**config.mk**
```make
export PLATFORM = sky130hd
export DESIGN_NAME = indexed_ordered_list
export DESIGN_NICKNAME = d
export VERILOG_FILES = /design/src/hdl/iol_pkg.sv /design/src/hdl/indexed_ordered_list.sv /design/src/hdl/iol_ctrl.sv /design/src/hdl/iol_datapath.sv
export SDC_FILE = /design/constraint.sdc
export NUM_CORES = 2
export LEC_CHECK = 0
export ABC_CLOCK_PERIOD_IN_PS = 6400
export BUFFER_PORTS_ARGS = -buffer_cell sky130_fd_sc_hd__buf_2
export CAP_MARGIN = 5
export CORE_MARGIN = 1.5
export CORE_UTILIZATION = 55
export DETAILED_ROUTE_END_ITERATION = 8
export GPL_TIMING_DRIVEN = 0
export PLACE_DENSITY_LB_ADDON = 0.25
export SYNTH_ARGS = -nofsm -noshare
export SYNTH_HDL_FRONTEND = slang
export SYNTH_SLANG_ARGS = --single-unit
```
**constraint.sdc**
```tcl
create_clock -name clk_i -period 6.4 [get_ports clk_i]
set_input_delay 1.28 -clock clk_i [delete_from_list [all_inputs] [get_ports clk_i]]
set_output_delay 1.28 -clock clk_i [all_outputs]
set_load 0.05 [all_outputs]
```
**src/hdl/iol_pkg.sv**
```systemverilog
`timescale 1ns / 1ps
// ----------------------------------------------------------------------------
// iol_pkg: shared types and codes for the indexed ordered list
// Operation codes, status codes, default sizes and controller command type.
// ----------------------------------------------------------------------------
package iol_pkg;

  localparam int unsigned DefDepth     = 16;
  localparam int unsigned DefWordWidth = 32;

  localparam logic [2:0] OP_PUSH_FRONT = 3'd0;
  localparam logic [2:0] OP_PUSH_BACK  = 3'd1;
  localparam logic [2:0] OP_POP_FRONT  = 3'd2;
  localparam logic [2:0] OP_POP_BACK   = 3'd3;
  localparam logic [2:0] OP_INSERT     = 3'd4;
  localparam logic [2:0] OP_REMOVE     = 3'd5;
  localparam logic [2:0] OP_READ       = 3'd6;
  localparam logic [2:0] OP_CLEAR      = 3'd7;

  localparam logic [1:0] STS_OK    = 2'd0;
  localparam logic [1:0] STS_EMPTY = 2'd1;
  localparam logic [1:0] STS_FULL  = 2'd2;
  localparam logic [1:0] STS_RANGE = 2'd3;

  typedef struct packed {
    logic load;  // capture the accepted item
    logic exec;  // run the operation and load the result register
  } iol_cmd_t;

endpackage

```
**src/hdl/indexed_ordered_list.sv**
```systemverilog
`timescale 1ns / 1ps
// ----------------------------------------------------------------------------
// indexed_ordered_list: bounded double-ended queue with indexed access
// Push/pop at either end, insert/remove/read at an index, and clear.
//
// Input channel (in_valid_i/in_ready_o): op_i, position_i, word_in_i.
// Output channel (out_valid_o/out_ready_i): word_out_o, entries_o, status_o.
// Every input transfer yields exactly one output transfer, in order.
//
// The input transfer loads the captured-item registers; the execute state then
// loads the result register once it is free, and raises out_valid_o.
// The controller alternates a capture state and an execute state and takes
// no new item until the last one has executed.
// The slot chain shifts from any index at once, so item position
// does not change the timing.
//
// Reset clears the fill count and both handshakes; slot contents are
// undefined until written and are never shown before that.
// While the receiver stalls, the result register holds; one more item is
// still taken and waits in the execute state until the result drains.
// ----------------------------------------------------------------------------
module indexed_ordered_list
  import iol_pkg::*;
#(
  parameter int unsigned DEPTH      = DefDepth,
  parameter int unsigned WORD_WIDTH = DefWordWidth,
  localparam int unsigned CntW      = $clog2(DEPTH + 1)
) (
  input  logic                  clk_i,
  input  logic                  rst_ni,
  input  logic                  in_valid_i,
  output logic                  in_ready_o,
  input  logic [2:0]            op_i,
  input  logic [CntW-1:0]       position_i,
  input  logic [WORD_WIDTH-1:0] word_in_i,
  output logic                  out_valid_o,
  input  logic                  out_ready_i,
  output logic [WORD_WIDTH-1:0] word_out_o,
  output logic [CntW-1:0]       entries_o,
  output logic [1:0]            status_o
);

  iol_cmd_t cmd;

  iol_ctrl u_ctrl (
    .clk_i       (clk_i),
    .rst_ni      (rst_ni),
    .in_valid_i  (in_valid_i),
    .in_ready_o  (in_ready_o),
    .out_valid_o (out_valid_o),
    .out_ready_i (out_ready_i),
    .cmd_o       (cmd)
  );

  iol_datapath #(
    .DEPTH      (DEPTH),
    .WORD_WIDTH (WORD_WIDTH)
  ) u_datapath (
    .clk_i      (clk_i),
    .rst_ni     (rst_ni),
    .cmd_i      (cmd),
    .op_i       (op_i),
    .position_i (position_i),
    .word_in_i  (word_in_i),
    .word_out_o (word_out_o),
    .entries_o  (entries_o),
    .status_o   (status_o)
  );

endmodule

```
**src/hdl/iol_ctrl.sv**
```systemverilog
`timescale 1ns / 1ps
// ----------------------------------------------------------------------------
// iol_ctrl: controller for the indexed ordered list
// Two-state sequencer: capture an item, then execute it once the result
// register is free. Owns the handshake of both channels.
// ----------------------------------------------------------------------------
module iol_ctrl
  import iol_pkg::*;
(
  input  logic     clk_i,
  input  logic     rst_ni,
  input  logic     in_valid_i,
  output logic     in_ready_o,
  output logic     out_valid_o,
  input  logic     out_ready_i,
  output iol_cmd_t cmd_o
);

  localparam logic S_IDLE = 1'b0;
  localparam logic S_EXEC = 1'b1;

  logic state_q, state_d;
  logic out_valid_q, out_valid_d;

  always_comb begin
    cmd_o.load  = 1'b0;
    cmd_o.exec  = 1'b0;
    state_d     = state_q;
    out_valid_d = out_valid_q & ~out_ready_i;
    in_ready_o  = 1'b0;
    unique case (state_q)
      S_IDLE: begin
        in_ready_o = 1'b1;
        if (in_valid_i) begin
          cmd_o.load = 1'b1;
          state_d    = S_EXEC;
        end
      end
      S_EXEC: begin
        if (!out_valid_q || out_ready_i) begin
          cmd_o.exec  = 1'b1;
          out_valid_d = 1'b1;
          state_d     = S_IDLE;
        end
      end
      default: state_d = S_IDLE;
    endcase
  end

  always_ff @(posedge clk_i or negedge rst_ni) begin
    if (!rst_ni) begin
      state_q     <= S_IDLE;
      out_valid_q <= 1'b0;
    end else begin
      state_q     <= state_d;
      out_valid_q <= out_valid_d;
    end
  end

  assign out_valid_o = out_valid_q;

endmodule

```
**src/hdl/iol_datapath.sv**
```systemverilog
`timescale 1ns / 1ps
// ----------------------------------------------------------------------------
// iol_datapath: slot chain and result register of the indexed ordered list
// Holds the captured item, the fill count and a chain of slots that shifts
// up or down from any index at once.
// ----------------------------------------------------------------------------
module iol_datapath
  import iol_pkg::*;
#(
  parameter int unsigned DEPTH      = DefDepth,
  parameter int unsigned WORD_WIDTH = DefWordWidth,
  localparam int unsigned CntW      = $clog2(DEPTH + 1),
  localparam int unsigned IdxW      = $clog2(DEPTH)
) (
  input  logic                  clk_i,
  input  logic                  rst_ni,
  input  iol_cmd_t              cmd_i,
  input  logic [2:0]            op_i,
  input  logic [CntW-1:0]       position_i,
  input  logic [WORD_WIDTH-1:0] word_in_i,
  output logic [WORD_WIDTH-1:0] word_out_o,
  output logic [CntW-1:0]       entries_o,
  output logic [1:0]            status_o
);

  logic [2:0]            op_q;
  logic [CntW-1:0]       pos_q;
  logic [WORD_WIDTH-1:0] word_q;
  logic [CntW-1:0]       cnt_q, cnt_d;
  logic [WORD_WIDTH-1:0] slots_q [DEPTH];
  logic [WORD_WIDTH-1:0] word_out_q;
  logic [CntW-1:0]       entries_q;
  logic [1:0]            status_q;

  logic [1:0]      status_d;
  logic [CntW-1:0] at;
  logic            do_open, do_close, do_read;
  logic            full, empty;

  assign full  = (cnt_q == CntW'(DEPTH));
  assign empty = (cnt_q == '0);

  always_comb begin
    status_d = STS_OK;
    do_open  = 1'b0;
    do_close = 1'b0;
    do_read  = 1'b0;
    at       = '0;
    case (op_q) inside
      OP_PUSH_FRONT, OP_PUSH_BACK: begin
        at = (op_q == OP_PUSH_FRONT) ? '0 : cnt_q;
        if (full) status_d = STS_FULL;
        else      do_open  = 1'b1;
      end
      OP_POP_FRONT, OP_POP_BACK: begin
        at = (op_q == OP_POP_FRONT) ? '0 : cnt_q - CntW'(1);
        if (empty) begin
          status_d = STS_EMPTY;
        end else begin
          do_close = 1'b1;
          do_read  = 1'b1;
        end
      end
      OP_INSERT: begin
        at = pos_q;
        if (pos_q > cnt_q) status_d = STS_RANGE;
        else if (full)     status_d = STS_FULL;
        else               do_open  = 1'b1;
      end
      OP_REMOVE, OP_READ: begin
        at = pos_q;
        if (empty) begin
          status_d = STS_EMPTY;
        end else if (pos_q >= cnt_q) begin
          status_d = STS_RANGE;
        end else begin
          do_read  = 1'b1;
          do_close = (op_q == OP_REMOVE);
        end
      end
      default: ;
    endcase
  end

  always_comb begin
    cnt_d = cnt_q;
    if (op_q == OP_CLEAR) cnt_d = '0;
    else if (do_open)     cnt_d = cnt_q + CntW'(1);
    else if (do_close)    cnt_d = cnt_q - CntW'(1);
  end

  always_ff @(posedge clk_i) begin
    if (cmd_i.load) begin
      op_q   <= op_i;
      pos_q  <= position_i;
      word_q <= word_in_i;
    end
  end

  always_ff @(posedge clk_i or negedge rst_ni) begin
    if (!rst_ni) begin
      cnt_q <= '0;
    end else if (cmd_i.exec) begin
      cnt_q <= cnt_d;
    end
  end

  for (genvar i = 0; i < DEPTH; i++) begin : g_slot
    always_ff @(posedge clk_i) begin
      if (cmd_i.exec) begin
        if (do_open) begin
          if (CntW'(i) == at) begin
            slots_q[i] <= word_q;
          end else if (i > 0 && CntW'(i) > at) begin
            slots_q[i] <= slots_q[(i > 0) ? i - 1 : 0];
          end
        end else if (do_close) begin
          if (i < DEPTH - 1 && CntW'(i) >= at) begin
            slots_q[i] <= slots_q[(i < DEPTH - 1) ? i + 1 : i];
          end
        end
      end
    end
  end

  always_ff @(posedge clk_i) begin
    if (cmd_i.exec) begin
      word_out_q <= do_read ? slots_q[at[IdxW-1:0]] : '0;
      entries_q  <= cnt_d;
      status_q   <= status_d;
    end
  end

  assign word_out_o = word_out_q;
  assign entries_o  = entries_q;
  assign status_o   = status_q;

endmodule

```
==> out/metrics.csv <==
stage;metric;value;unit
drt;Remaining DRCs;0;
timing;Tightest Pin Transition;1.55;ns
logic_synthesis;Mapped Nets;3573;
floorplan;Site Rows;90;
logic_synthesis;Synth cell types;72;
drt;DRT iter0 DRCs;4525;
floorplan;I/O pins;85;
timing;Final Hold Viols;0;
logic_synthesis;Synth Cell Area;0.0336;sq mm
final_layout;commonest non-fill, non-tap cell in the layout;nand2_1;
timing;Fmax achieved;193;MHz
job;max-cap violations;1;
worst_setup_path;crit path max fanout;32;
worst_setup_path;WP data required;6.63;ns
drt;remaining antenna violation count;0;
timing;setup TNS;0;ns
global_routing;initial antenna violation count;5;
logic_synthesis;post-synth top area cell;edfxtp_1;
timing;unrepaired setup endpoints after global routing;no;
global_routing;vias in the first global route;29300;
floorplan;die area;0.0625;sq mm
logic_synthesis;ys async rst share;1.17;%
logic_synthesis;Synth Area per Inst;9.53;sq um
place;GPL Wtd Cong;1.03;
timing;final clock skew;0.0334;ns
power;Worst VDD drop;0.343;mV
final_layout;area added between synthesis and finish;12.1;%
floorplan;die width;250;um
clock_tree;CTS root buf;clkbuf_16;
clock_tree;clock slew at the register clock pins of the worst setup and hold paths;0.06;ns
drt;WL final;130;mm
logic_synthesis;Mapped Cells;3522;
worst_setup_path;Worst Reg2Reg Path Length in Cells;8;
worst_setup_path;CP max stage cell;nor2_1;
clock_tree;PostCTS Resize Cnt;0;
logic_synthesis;top-area cell type share of the netlist area;52.9;%
worst_setup_path;Crit path buffers/inverters;3;
worst_setup_path;Worst Setup End Kind;register;
place;IO Port Bufs;84;
clock_tree;Clock Latency Late Sink;0.63;ns
worst_setup_path;CP cell instances;inv_1, ha_1, o2111ai_2, nor2_1, buf_2, nand2_1, clkbuf_1, nand2_2;
logic_synthesis;Yosys Warn Count;0;
global_routing;Total GRT Usage;41.0;%
clock_tree;CTS tree;yes;
logic_synthesis;Synth Register Bits;598;
floorplan;Core Box Area;0.0604;sq mm
drt;via-per-instance ratio;6.83;
status;failing checks;max-capacitance violations, max-slew violations;
global_routing;first-pass GRT wire length;188;mm
drt;Vias;30900;
hold_path;Hold Crit Class;reg -> reg;
final_layout;share of layout cells above drive strength 1;11.5;%
worst_setup_path;R2R Setup Slk;1.21;ns
timing;crit path time final;5.19;ns
worst_setup_path;startpoint types;register;
worst_setup_path;crit-path max cell delay;1.14;ns
drt;DRT Pass-1 Iters;8;
final_layout;Fill cells;5140;
logic_synthesis;register area share after synthesis;53.4;%
timing;slew margin rel.;-3.32;%
final_layout;register area;0.0179;sq mm
worst_setup_path;Crit path max-delay family;simple AND/OR/NAND/NOR gates;
timing;pins over their slew limit;11;
final_layout;# nets final;3743;
worst_setup_path;worst r2r src;u_datapath.cnt_q[0]$_DFFE_PN0P_;
logic_synthesis;EDFF count, synth;591;
place;post-DP HPWL;96.5;mm
clock_tree;clock buffer depth;3;
final_layout;commonest cells after routing, fill and taps aside;nand2_1, edfxtp_1, nor2_1;
final_layout;Final Core Density;62.3;%
status;outcome;complete, but fails checks;
floorplan;initial core utilization;55.6;%
final_layout;Multi-input gate area;0.0144;sq mm
drt;DR WL/cell;28.7;um
global_routing;grt ovf;0;
hold_path;Worst Hold Path EP;u_ctrl.out_valid_o$_DFF_PN0_;
global_routing;largest net degree at the start of global routing;42;
clock_tree;H-tree Lvls;3;
timing;Final setup violation count;0;
worst_setup_path;Setup CP Type;reg -> reg;
logic_synthesis;Synth Flop Type;edfxtp_1;
power;Leak Pwr;0.0139;uW
floorplan;Chip Height;250;um
hold_path;HP Start;u_ctrl.out_valid_o$_DFF_PN0_;
timing;Min Hold Slack;0.505;ns
clock_tree;Post-CTS Repair Setup Buffers;0;
hold_path;Worst Hold Depth;2;
worst_setup_path;Crit path depth;8;
logic_synthesis;dominant cells by area after synthesis;edfxtp_1, nand2_1, mux2i_1;
worst_setup_path;reg-to-reg endpoint;u_datapath.slots_q[1][6]$_DFFE_PP_;
power;pwr dens;483;mW/mm^2
clock_tree;# hold bufs at CTS;0;
timing;period utilization;81.1;%
clock_tree;total CTS buffers;69;
worst_setup_path;arrival time at the worst endpoint;5.42;ns
clock_tree;total clock sinks;598;
## Yosys cell counts (5+ instances only)
master	instances
o21ai_0	23
mux2_2	63
a31oi_1	223
o21ai_2	7
o211ai_1	14
a221oi_1	18
nor2_1	506
and3_1	33
nand3_1	146
and2_1	7
buf_1	31
nor4_1	12
a311oi_1	35
buf_4	11
edfxtp_1	591
inv_1	9
a2111oi_0	5
dfrtp_1	7
nor2_4	5
a22o_1	12
a21o_1	5
buf_6	6
nand2_1	827
mux2i_1	250
nand3b_1	9
clkbuf_1	149
ha_1	7
mux2_1	11
o22ai_1	48
a21oi_1	273
buf_2	103
## worst max-delay path by stage
stage	start	end	slack (ns)
detailed placement	out_ready_i	u_datapath.slots_q[11][7]$_DFFE_PP_	1.09
floorplan	out_ready_i	u_datapath.slots_q[11][0]$_DFFE_PP_	1.17
finish	u_datapath.cnt_q[0]$_DFFE_PN0P_	u_datapath.slots_q[1][6]$_DFFE_PP_	1.21
CTS	u_datapath.cnt_q[1]$_DFFE_PN0P_	u_datapath.slots_q[11][13]$_DFFE_PP_	1.37
global placement	out_ready_i	u_datapath.slots_q[8][9]$_DFFE_PP_	-1.32
global route	u_datapath.cnt_q[1]$_DFFE_PN0P_	u_datapath.slots_q[11][6]$_DFFE_PP_	1.03
## per-stage QoR
stage / cell area (sq um) / std cells / power, uW / setup WS [ns]
global placement: 35000 / 4388 / 13500 / -1.32
global route: 37600 / 4525 / 18600 / 1.03
floorplan: 33600 / 3522 / 10900 / 1.17
finish: 37600 / 4527 / 18200 / 1.21
detailed placement: 35400 / 4402 / 13800 / 1.09
CTS: 37600 / 4524 / 17700 / 1.37
## layer usage
layer / track usage [%] / up-vias / share of wire [%]
li1: - / 13100 / -
met1: 52.5 / 14900 / 36
met2: 60.4 / 2405 / 43
met3: 12.0 / 547 / 13
met4: 27.6 / 2 / 7.9
met5: 0 / - / 0.010
## worst register-to-register path, delay by kind of cell (launching register included)
kind                     cells  cell delay, ns
AO/OA/AOI/OAI                1            0.50
adder cells (fa/ha/maj)      1            0.46
buffers and inverters        3            1.11
flip-flops                   1            0.52
AND/OR/NAND/NOR              3            2.18
## where the power goes
group | leakage (uW) | switching (uW) | internal, uW | total (uW)
Sequential | 0.00551 | 802 | 5800 | 6600
Combinational | 0.00732 | 5430 | 2140 | 7570
Clock | 0.00107 | 1710 | 2300 | 4010
## state kept, by name, summed over array words and instances, names as in the netlist
signal / flops
u_ctrl.out_valid_o: 1
u_ctrl.state_q: 1
u_datapath.cnt_q: 5
u_datapath.entries_o: 5
u_datapath.op_q: 3
u_datapath.pos_q: 5
u_datapath.slots_q: 512
u_datapath.status_o: 2
u_datapath.word_out_o: 32
u_datapath.word_q: 32
## final cells by class
cell class,count,area share (%)
sequential,598,47.6
multi-input combinational,2614,38.2
clock buffer,81,4.79
buffer,300,3.57
tap,782,2.60
timing repair buffer,99,2.04
clock inverter,41,1.07
inverter,10,0.103
antenna,2,0.0133
## kinds of logic (layout without fill, tap and decap cells)
kind of cell / count (synthesis) / count (layout) / share of synthesized area, %
buf+inv: 310 / 531 / 4.11
xor+xnor: 5 / 5 / 0.130
compound gates: 691 / 691 / 12.7
flops: 598 / 598 / 53.4
simple gates: 1587 / 1587 / 19.5
mux: 324 / 324 / 9.94
other cells: 0 / 2 / 0
fa+ha+maj: 7 / 7 / 0.261
Power figures use the tool's default switching activity.
